File: config.mk
export PLATFORM = sky130hd
export DESIGN_NAME = fia_ctrl
export DESIGN_NICKNAME = d
export VERILOG_FILES = /design/src/fia_pkg.sv /design/src/fia_ctrl.sv
export SDC_FILE = /design/constraint.sdc
export NUM_CORES = 1
export LEC_CHECK = 0
export BUFFER_PORTS_ARGS = -buffer_cell sky130_fd_sc_hd__buf_2
export CORE_AREA = 2 2 39 41
export DETAILED_ROUTE_END_ITERATION = 16
export DIE_AREA = 0 0 41 43
export HOLD_SLACK_MARGIN = 0.15
export PLACE_DENSITY = 0.51
export RECOVER_POWER = 100
export SLEW_MARGIN = 20
export SYNTH_ARGS = -nofsm -noshare
export SYNTH_HDL_FRONTEND = slang
export SYNTH_SLANG_ARGS = --single-unit
File: constraint.sdc
create_clock -name clk_i -period 1.1 [get_ports clk_i]
set_input_delay 0 -clock clk_i [delete_from_list [all_inputs] [get_ports clk_i]]
set_output_delay 0 -clock clk_i [all_outputs]
set_load 0.01 [all_outputs]
File: src/fia_pkg.sv
// ----------------------------------------------------------------------------
// fia_pkg
// Shared types and constants for the flow ID allocator: request and status
// codes, controller states and the command/status bundles.
// ----------------------------------------------------------------------------
`default_nettype none

package fia_pkg;

  localparam int unsigned ID_BITS   = 12;
  localparam int unsigned MODE_BITS = 2;
  localparam int unsigned STAT_BITS = 2;
  localparam int unsigned MAP_DEPTH = 1 << ID_BITS;

  typedef enum logic [MODE_BITS-1:0] {
    MODE_ALLOC   = 2'd0,
    MODE_FREE    = 2'd1,
    MODE_RESERVE = 2'd2
  } mode_e;

  typedef enum logic [STAT_BITS-1:0] {
    ST_OK        = 2'd0,
    ST_EXHAUSTED = 2'd1,
    ST_OVERFLOW  = 2'd2
  } status_e;

  typedef enum logic [2:0] {
    S_CLEAR,
    S_IDLE,
    S_EXEC,
    S_POP,
    S_CHK
  } state_e;

  typedef struct packed {
    logic clr_step;
    logic load;
    logic exec_simple;
    logic pop_rd;
    logic pop_done;
    logic adv;
    logic chk_done;
    logic exhausted;
  } ctrl_cmd_t;

  typedef struct packed {
    logic clr_last;
    logic is_alloc;
    logic fifo_nonempty;
    logic can_adv;
    logic rsv_hit;
  } dp_stat_t;

endpackage

`default_nettype wire

File: src/fia_ctrl.sv
// ----------------------------------------------------------------------------
// fia_ctrl
// Controller: sequences the reserved-map clearing pass, request decode,
// free-list pop and the counter advance over reserved IDs.
// ----------------------------------------------------------------------------
`default_nettype none

module fia_ctrl
  import fia_pkg::*;
(
  input  wire logic      clk_i,
  input  wire logic      rst_ni,
  input  wire logic      start,
  output      logic      busy,
  input  wire dp_stat_t  stat_i,
  output      ctrl_cmd_t cmd_o
);

  state_e state_q, state_d;

  always_ff @(posedge clk_i or negedge rst_ni) begin
    if (!rst_ni) begin
      state_q <= S_CLEAR;
    end else begin
      state_q <= state_d;
    end
  end

  always_comb begin
    state_d = state_q;
    unique case (state_q)
      S_CLEAR: begin
        if (stat_i.clr_last) state_d = S_IDLE;
      end
      S_IDLE: begin
        if (start) state_d = S_EXEC;
      end
      S_EXEC: begin
        if (!stat_i.is_alloc) begin
          state_d = S_IDLE;
        end else if (stat_i.fifo_nonempty) begin
          state_d = S_POP;
        end else if (stat_i.can_adv) begin
          state_d = S_CHK;
        end else begin
          state_d = S_IDLE;
        end
      end
      S_POP: begin
        state_d = S_IDLE;
      end
      S_CHK: begin
        if (!stat_i.rsv_hit || !stat_i.can_adv) state_d = S_IDLE;
      end
      default: state_d = S_IDLE;
    endcase
  end

  always_comb begin
    cmd_o = '0;
    busy  = (state_q != S_IDLE);
    unique case (state_q)
      S_CLEAR: begin
        cmd_o.clr_step = 1'b1;
      end
      S_IDLE: begin
        cmd_o.load = start;
      end
      S_EXEC: begin
        priority if (!stat_i.is_alloc) begin
          cmd_o.exec_simple = 1'b1;
        end else if (stat_i.fifo_nonempty) begin
          cmd_o.pop_rd = 1'b1;
        end else if (stat_i.can_adv) begin
          cmd_o.adv = 1'b1;
        end else begin
          cmd_o.exhausted = 1'b1;
        end
      end
      S_POP: begin
        cmd_o.pop_done = 1'b1;
      end
      S_CHK: begin
        priority if (!stat_i.rsv_hit) begin
          cmd_o.chk_done = 1'b1;
        end else if (stat_i.can_adv) begin
          cmd_o.adv = 1'b1;
        end else begin
          cmd_o.exhausted = 1'b1;
        end
      end
      default: cmd_o = '0;
    endcase
  end

endmodule

`default_nettype wire

==> results_tabular.tex, run 1 <==
\begin{tabular}{lr}
\hline
Metric & Value \\
\hline
\multicolumn{2}{l}{\textbf{Run status}} \\
Result of the run & complete, but fails checks \\
Violated checks & negative setup slack \\
\multicolumn{2}{l}{\textbf{STA}} \\
RSZ-0062 raised after global routing & true \\
Number of setup violations in the final report & 8 \\
Worst Clk Skew & 4.12 ps \\
Minimum setup slack in the final design & -147 ps \\
Max Clk Rate & 802 MHz \\
Min cycle time layout & 1250 ps \\
Slew at the pin closest to its max-slew limit & 203 ps \\
Final Hold Violating Endpoints & 0 \\
Worst slew margin & 0.863 \\
Minimum hold slack & 129 ps \\
Fin. max-slew vios & 0 \\
Total Negative Setup Slacks & -543 ps \\
Ratio of final minimum period to clock period & 1.13 \\
\multicolumn{2}{l}{\textbf{Job}} \\
Max-cap viol count & 0 \\
\multicolumn{2}{l}{\textbf{Critical path}} \\
Critical path required time & 1100 ps \\
Data arrival time of the critical path & 1250 ps \\
Series of cell instances along the critical path & buf\_4 -> nand4bb\_4 -> a211oi\_2 -> buf\_2 \\
CP peak stage delay & 370 ps \\
R2r startpoint & state\_q[1] \\
Worst Reg2Reg Path Length in Cells & 4 \\
Cell family contributing the most delay on the critical path & flip-flops \\
Worst path slowest cell & sky130\_fd\_sc\_hd\_\_dfrtp\_2 \\
Largest fanout on the critical path & 4 \\
Crit path capture type & output port \\
Kind of start point of the critical path & register \\
Worst setup path class & reg -> out \\
Worst R2R End & state\_q[1] \\
Total buffers and inverters traversed by the critical path & 2 \\
Setup slack of the most critical reg-to-reg path & 30 ps \\
\multicolumn{2}{l}{\textbf{Detailed routing}} \\
Antenna Violating Nets Remaining & 0 \\
Via count & 307 \\
Number of vias per cell & 4.26 \\
DRC errors left & 0 \\
Final WL & 703 um \\
1st-iter DRT viols & 6 \\
Mean routed wirelength per cell & 9.76 um \\
First drt pass iteration count & 4 \\
\multicolumn{2}{l}{\textbf{Min path}} \\
Count of cells along the worst hold path & 3 \\
Worst Hold Endpoint & state\_q[2] \\
Startpoint of the lowest-slack hold path & stat\_i[3] \\
Class of the tightest hold or removal check & in -> reg \\
\multicolumn{2}{l}{\textbf{Place}} \\
Post-place setup slack & 16.1 ps \\
Final HPWL from detailed placement & 480 um \\
Final estimated routing congestion in global placement & 0.678 \\
Placed Instances & 57 \\
Port Buf Inserts & 16 \\
\multicolumn{2}{l}{\textbf{Cells and area}} \\
Largest registers in the final layout & state\_q: 3 flops \\
Final std cells w/o fill & 72 \\
NumNets Final & 65 \\
Number of diodes added for antenna fixing & 0 \\
Area Overhead vs Synth & 121\% \\
Max FFs per register & 3 \\
Top reg by flops & state\_q \\
Ratio of cells with drive above 1 in the final layout & 0.625 \\
\multicolumn{2}{l}{\textbf{Floorplanning}} \\
Die height & 43 um \\
Placeable core area & 1380 um2 \\
Std cell rows & 14 \\
Horiz. Die Dim & 41 um \\
Initial core utilization & 0.156 \\
Number of top-level design ports & 17 \\
DIE AREA & 1760 um2 \\
\multicolumn{2}{l}{\textbf{Pwr}} \\
Share of total power consumed by net switching & 0.389 \\
Sequential Power Share & 0.224 \\
Share of total power in the clock network & 0.218 \\
Cell internal pwr & 538 uW \\
Cell Pwr Density & 1840 nW/um2 \\
VDD IR max & 0.000805 V \\
Total net switching power & 342 uW \\
Combinational share of power & 0.558 \\
Leakage power total & 0.000226 uW \\
\multicolumn{2}{l}{\textbf{Clock tree}} \\
Clock insertion delay at the later pin of the skew report & 230 ps \\
Num CTS Buffers & 3 \\
Clk pin slew, worst setup/hold paths & 40 ps \\
Clock Tree Root & sky130\_fd\_sc\_hd\_\_clkbuf\_4 \\
Number of buffers on the longest clock path & 2 \\
Number of hold-repair buffers added at the cts stage & 5 \\
Number of clock sinks & 3 \\
TritonCTS clock tree & done \\
H-tree level count & 1 \\
\multicolumn{2}{l}{\textbf{Global routing}} \\
Wire length of the first global-routing pass & 1100 um \\
Overall global routing resource usage & 0.0957 \\
Number of global-route vias before repair & 303 \\
Antenna violations before repair & 0 \\
Total global routing overflow & 0 \\
Pin count of the biggest net entering global routing & 11 \\
\multicolumn{2}{l}{\textbf{Yosys}} \\
Cell area after technology mapping & 216 um2 \\
Biggest area contributors in the synthesized netlist & sky130\_fd\_sc\_hd\_\_dfrtp\_1, sky130\_fd\_sc\_hd\_\_a21oi\_2, sky130\_fd\_sc\_hd\_\_nor3\_1 \\
Top flip-flop cell by instance count after synthesis & sky130\_fd\_sc\_hd\_\_dfrtp\_1 \\
Top cells by count, synth & sky130\_fd\_sc\_hd\_\_dfrtp\_1, sky130\_fd\_sc\_hd\_\_nand2\_1, sky130\_fd\_sc\_hd\_\_nor3\_1 \\
Yosys top cell area share & 0.347 \\
Number of enable-type register cells in the synthesized netlist & 0 \\
Number of distinct library cell variants in the gate-level netlist after synthesis & 16 \\
Proportion of synthesized flip-flops having asynchronous set or reset & 1.00 \\
Instance count of the mapped netlist & 25 \\
Share of the yosys chip area belonging to registers & 0.347 \\
Warning count from the yosys run & 0 \\
Cell type contributing the most total cell area after synthesis & sky130\_fd\_sc\_hd\_\_dfrtp\_1 \\
Post-Synthesis Net Count & 33 \\
Flip-flop and latch count after synthesis & 3 \\
Mean instance size in the synthesized netlist & 8.66 um2 \\
\hline
\end{tabular}
-- worst reg2reg max path, delay by kind of cell, from the launching register on --
| family | cells | cell delay [ps] |
|---|---|---|
| flops | 1 | 410 |
| simple gates | 3 | 400 |
| buf+inv | 1 | 150 |
-- layout by cell type (no fill, tap or decap) --
master                           n
sky130_fd_sc_hd__buf_2          16
sky130_fd_sc_hd__buf_4           6
sky130_fd_sc_hd__dlygate4sd3_1   5
sky130_fd_sc_hd__nand2_1         3
sky130_fd_sc_hd__clkbuf_4        3
sky130_fd_sc_hd__nand2b_1        2
sky130_fd_sc_hd__nor2_1          2
sky130_fd_sc_hd__a21oi_2         2
sky130_fd_sc_hd__nor3_1          2
sky130_fd_sc_hd__dfrtp_2         2
sky130_fd_sc_hd__nor3_2          1
sky130_fd_sc_hd__nand3b_1        1
sky130_fd_sc_hd__nand4bb_4       1
sky130_fd_sc_hd__a211oi_2        1
sky130_fd_sc_hd__inv_1           1
sky130_fd_sc_hd__nor4b_2         1
sky130_fd_sc_hd__nor3_4          1
sky130_fd_sc_hd__o21ai_0         1
sky130_fd_sc_hd__or2_1           1
sky130_fd_sc_hd__a21oi_1         1
sky130_fd_sc_hd__clkbuf_1        1
sky130_fd_sc_hd__buf_6           1
sky130_fd_sc_hd__dfrtp_1         1
-- cell type report --
cell class              instances  area, um2
fillers                       150        906
repair buffers                 28        186
well taps                      16       20.0
clock buffers                   4       26.3
flip-flops and latches          3       77.6
multi-input cells              20        164
inverters                       1       3.75
-- metal layers --
layer  part of all wire  vias up  track usage
li1                   -      152            -
met1               0.41      141        0.101
met2               0.49       14        0.147
met3              0.098        0       0.0262
met4                  0        0       0.0800
met5                  0        -            0
-- kinds of logic after synthesis --
family,synth area share
compound gates,0.185
buf+inv,0.0520
simple gates,0.416
flops,0.347
-- timing repair --
action | CTS | global route
setup buffers | 3 | 3
endpoints found under the setup margin | 8 | 10
resized for setup | 5 | 4
endpoints found under the hold margin | 5 | 1
pin swaps | 4 | 4
-- worst max-delay path by stage --
stage | startpoint | end | depth (start not counted)
floorplan | state_q[2] | state_q[0] | 3
global placement | state_q[2] | cmd_o[0] | 3
detailed placement | state_q[2] | cmd_o[0] | 3
CTS | state_q[2] | cmd_o[0] | 4
global route | state_q[2] | cmd_o[0] | 4
finish | state_q[1] | cmd_o[0] | 4
-- metrics by stage --
stage	util	cell area, um2	total power, uW
2_1_floorplan	-	216	407
3_3_place_gp	0.229	317	503
6_report	0.345	478	881
5_1_grt	0.345	478	954
3_5_place_dp	0.229	317	509
4_1_cts	0.321	444	813
-- power groups by stage --
stage / sequential [uW] / clock (uW) / combinational [uW]
detailed placement: 225 / 0 / 284
global route: 206 / 210 / 538
finish: 198 / 192 / 491
global placement: 220 / 0 / 283
floorplan: 168 / 0 / 239
CTS: 223 / 201 / 389
Note: power is estimated with default switching activity, not from simulation.
==> inputs of run 2 (changes only) <==
--- a/config.mk
+++ b/config.mk
@@ -10,6 +10,7 @@
 export DETAILED_ROUTE_END_ITERATION = 16
 export DIE_AREA = 0 0 41 43
 export HOLD_SLACK_MARGIN = 0.15
+export MAX_ROUTING_LAYER = met4
 export PLACE_DENSITY = 0.51
 export RECOVER_POWER = 100
 export SLEW_MARGIN = 20
==> run 2 against run 1 <==
  * The flow still finishes with violations (negative setup slack)
  * Clock-buffer cell count unchanged
  * Register-to-register slack barely moved
  * Via count unchanged
  * First-iteration DRC count unchanged
  * Worst setup slack worse by 0.59 ps
  * Maximum frequency about the same
  * Final area stayed put
  * Die area unchanged
  * Clock power is essentially flat
  * Sequential power is essentially flat
  * Critical path type unchanged
  * Largest power group unchanged
==> results_tabular.tex, run 2 (synthesis results as in run 1) <==
\begin{tabular}{lr}
\hline
Metric & Value \\
\hline
\multicolumn{2}{l}{\textbf{Place}} \\
Final estimated routing congestion in global placement & 0.685 (+1.0\%) \\
Post-place setup slack & 16.1 ps (unchanged) \\
Final HPWL from detailed placement & 480 um (unchanged) \\
Port Buf Inserts & 16 (unchanged) \\
\multicolumn{2}{l}{\textbf{Detailed routing}} \\
Antenna Violating Nets Remaining & 0 (unchanged) \\
1st-iter DRT viols & 6 (unchanged) \\
DRC errors left & 0 (unchanged) \\
First drt pass iteration count & 4 (unchanged) \\
Final WL & 703 um (unchanged) \\
Mean routed wirelength per cell & 9.76 um (unchanged) \\
Number of vias per cell & 4.26 (unchanged) \\
Via count & 307 (unchanged) \\
\multicolumn{2}{l}{\textbf{Critical path}} \\
R2r startpoint & state\_q[1] \\
Crit path capture type & output port \\
Worst setup path class & reg -> out \\
Worst path slowest cell & sky130\_fd\_sc\_hd\_\_dfrtp\_2 \\
Number of logic stages on the critical path including buffering & 4 (unchanged) \\
Total buffers and inverters traversed by the critical path & 2 (unchanged) \\
Crit path from & state\_q[1] \\
CP peak stage delay & 370 ps (about the same) \\
Worst R2R End & state\_q[1] \\
Largest fanout on the critical path & 4 (unchanged) \\
Data arrival time of the critical path & 1250 ps (about the same) \\
Worst Reg2Reg Path Length in Cells & 4 (unchanged) \\
Setup slack of the most critical reg-to-reg path & 30 ps (about the same) \\
Cell family contributing the most delay on the critical path & flip-flops \\
Critical path required time & 1100 ps (about the same) \\
Crit path to & cmd\_o[0] \\
Kind of start point of the critical path & register \\
Series of cell instances along the critical path & buf\_4 -> nand4bb\_4 -> a211oi\_2 -> buf\_2 \\
\multicolumn{2}{l}{\textbf{Clock tree}} \\
TritonCTS clock tree & done \\
Number of clock sinks & 3 (unchanged) \\
Number of buffers on the longest clock path & 2 (unchanged) \\
Num CTS Buffers & 3 (unchanged) \\
H-tree level count & 1 (unchanged) \\
Clk pin slew, worst setup/hold paths & 40 ps (about the same) \\
Number of hold-repair buffers added at the cts stage & 5 (unchanged) \\
Clock insertion delay at the later pin of the skew report & 230 ps (about the same) \\
Clock Tree Root & sky130\_fd\_sc\_hd\_\_clkbuf\_4 \\
\multicolumn{2}{l}{\textbf{STA}} \\
Min cycle time layout & 1250 ps (+0.589 ps) \\
Slew at the pin closest to its max-slew limit & 203 ps (-0.116 ps) \\
Minimum setup slack in the final design & -148 ps (-0.589 ps) \\
RSZ-0062 raised after global routing & true \\
Max Clk Rate & 802 MHz (about the same) \\
Ratio of final minimum period to clock period & 1.13 (about the same) \\
Worst Clk Skew & 4.12 ps (unchanged) \\
Final Hold Violating Endpoints & 0 (unchanged) \\
Minimum hold slack & 129 ps (unchanged) \\
Total Negative Setup Slacks & -543 ps (+0.100 ps) \\
Number of setup violations in the final report & 8 (unchanged) \\
Fin. max-slew vios & 0 (unchanged) \\
Worst slew margin & 0.863 (about the same) \\
\multicolumn{2}{l}{\textbf{Floorplanning}} \\
DIE AREA & 1760 um2 (unchanged) \\
Die height & 43 um (unchanged) \\
Initial core utilization & 0.156 (unchanged) \\
Placeable core area & 1380 um2 (unchanged) \\
Horiz. Die Dim & 41 um (unchanged) \\
Number of top-level design ports & 17 (unchanged) \\
Std cell rows & 14 (unchanged) \\
\multicolumn{2}{l}{\textbf{Global routing}} \\
Pin count of the biggest net entering global routing & 11 (unchanged) \\
Overall global routing resource usage & 0.0980 (+0.00237) \\
Number of global-route vias before repair & 304 (+0.33\%) \\
Total global routing overflow & 0 (unchanged) \\
Antenna violations before repair & 0 (unchanged) \\
Wire length of the first global-routing pass & 1100 um (unchanged) \\
\multicolumn{2}{l}{\textbf{Cells and area}} \\
Most common cell after layout, fill and taps aside & sky130\_fd\_sc\_hd\_\_buf\_2 \\
Final standard cell utilization of the core & 0.345 (unchanged) \\
NumNets Final & 65 (unchanged) \\
Largest registers in the final layout & state\_q: 3 flops \\
Top reg by flops & state\_q \\
Max FFs per register & 3 (unchanged) \\
Number of diodes added for antenna fixing & 0 (unchanged) \\
Most frequent cells in the layout & sky130\_fd\_sc\_hd\_\_buf\_2, sky130\_fd\_sc\_hd\_\_buf\_4, sky130\_fd\_sc\_hd\_\_dlygate4sd3\_1 \\
Area Overhead vs Synth & 121\% (unchanged) \\
Ratio of cells with drive above 1 in the final layout & 0.625 (unchanged) \\
\multicolumn{2}{l}{\textbf{Run status}} \\
Violated checks & negative setup slack \\
Result of the run & complete, but fails checks \\
\multicolumn{2}{l}{\textbf{Pwr}} \\
Leakage power total & 0.000226 uW (unchanged) \\
VDD IR max & 0.000805 V (about the same) \\
Final total power & 881 uW (about the same) \\
Cell Pwr Density & 1840 nW/um2 (about the same) \\
\multicolumn{2}{l}{\textbf{Job}} \\
Max-cap viol count & 0 (unchanged) \\
\multicolumn{2}{l}{\textbf{Min path}} \\
Class of the tightest hold or removal check & in -> reg \\
\hline
\end{tabular}
==> run 2: stage by stage <==
stage,instances,area [um2]
6_report,72,478
5_1_grt,72,478
4_1_cts,69,444
3_5_place_dp,57,317
3_3_place_gp,57,317
2_1_floorplan,25,216
==> run 2: cell type report <==
type / instances / area, um2
Clock buffer: 4 / 26.3
Fill cell: 150 / 906
Inverter: 1 / 3.75
Multi-Input combinational cell: 20 / 164
Sequential cell: 3 / 77.6
Tap cell: 16 / 20.0
Timing Repair Buffer: 28 / 186
==> run 2: worst min-delay path, delay by kind of cell <==
family          cells  cell delay [ps]
buf+inv             1              120
compound gates      1               80
simple gates        1              110
==> run 2: what timing repair did <==
item	in CTS	in global routing
endpoints found under the setup margin	8	10
gates resized for setup	5	4
cloned	0	0
hold endpoints to repair	5	1
setup buffers	3	3
pin swaps	4	4
==> run 2: worst min-delay path by stage <==
stage,to,cells past startpoint,startpoint,slack [ps]
finish,state_q[2],3,stat_i[3],130
global route,state_q[2],3,stat_i[3],150
CTS,state_q[2],3,stat_i[3],130
detailed placement,state_q[2],1,rst_ni,-200
global placement,state_q[2],1,rst_ni,-200
floorplan,state_q[0],0,rst_ni,-300
==> run 2: layer usage <==
layer  global-route usage  up-vias  wire length [um]
met5                    -        -                 0
met4               0.0800        0                 0
met3               0.0157        0                60
met2                0.147       14               346
met1                0.107      141               296
li1                     -      152                 -
==> run 2: power breakdown <==
group | internal [uW] | switching (uW) | total (uW) | leakage, uW
Combinational | 251 | 240 | 491 | 0.000175
Clock | 136 | 55.9 | 192 | 0.0000150
Sequential | 151 | 46.6 | 198 | 0.0000354
Total | 538 | 342 | 881 | 0.000226
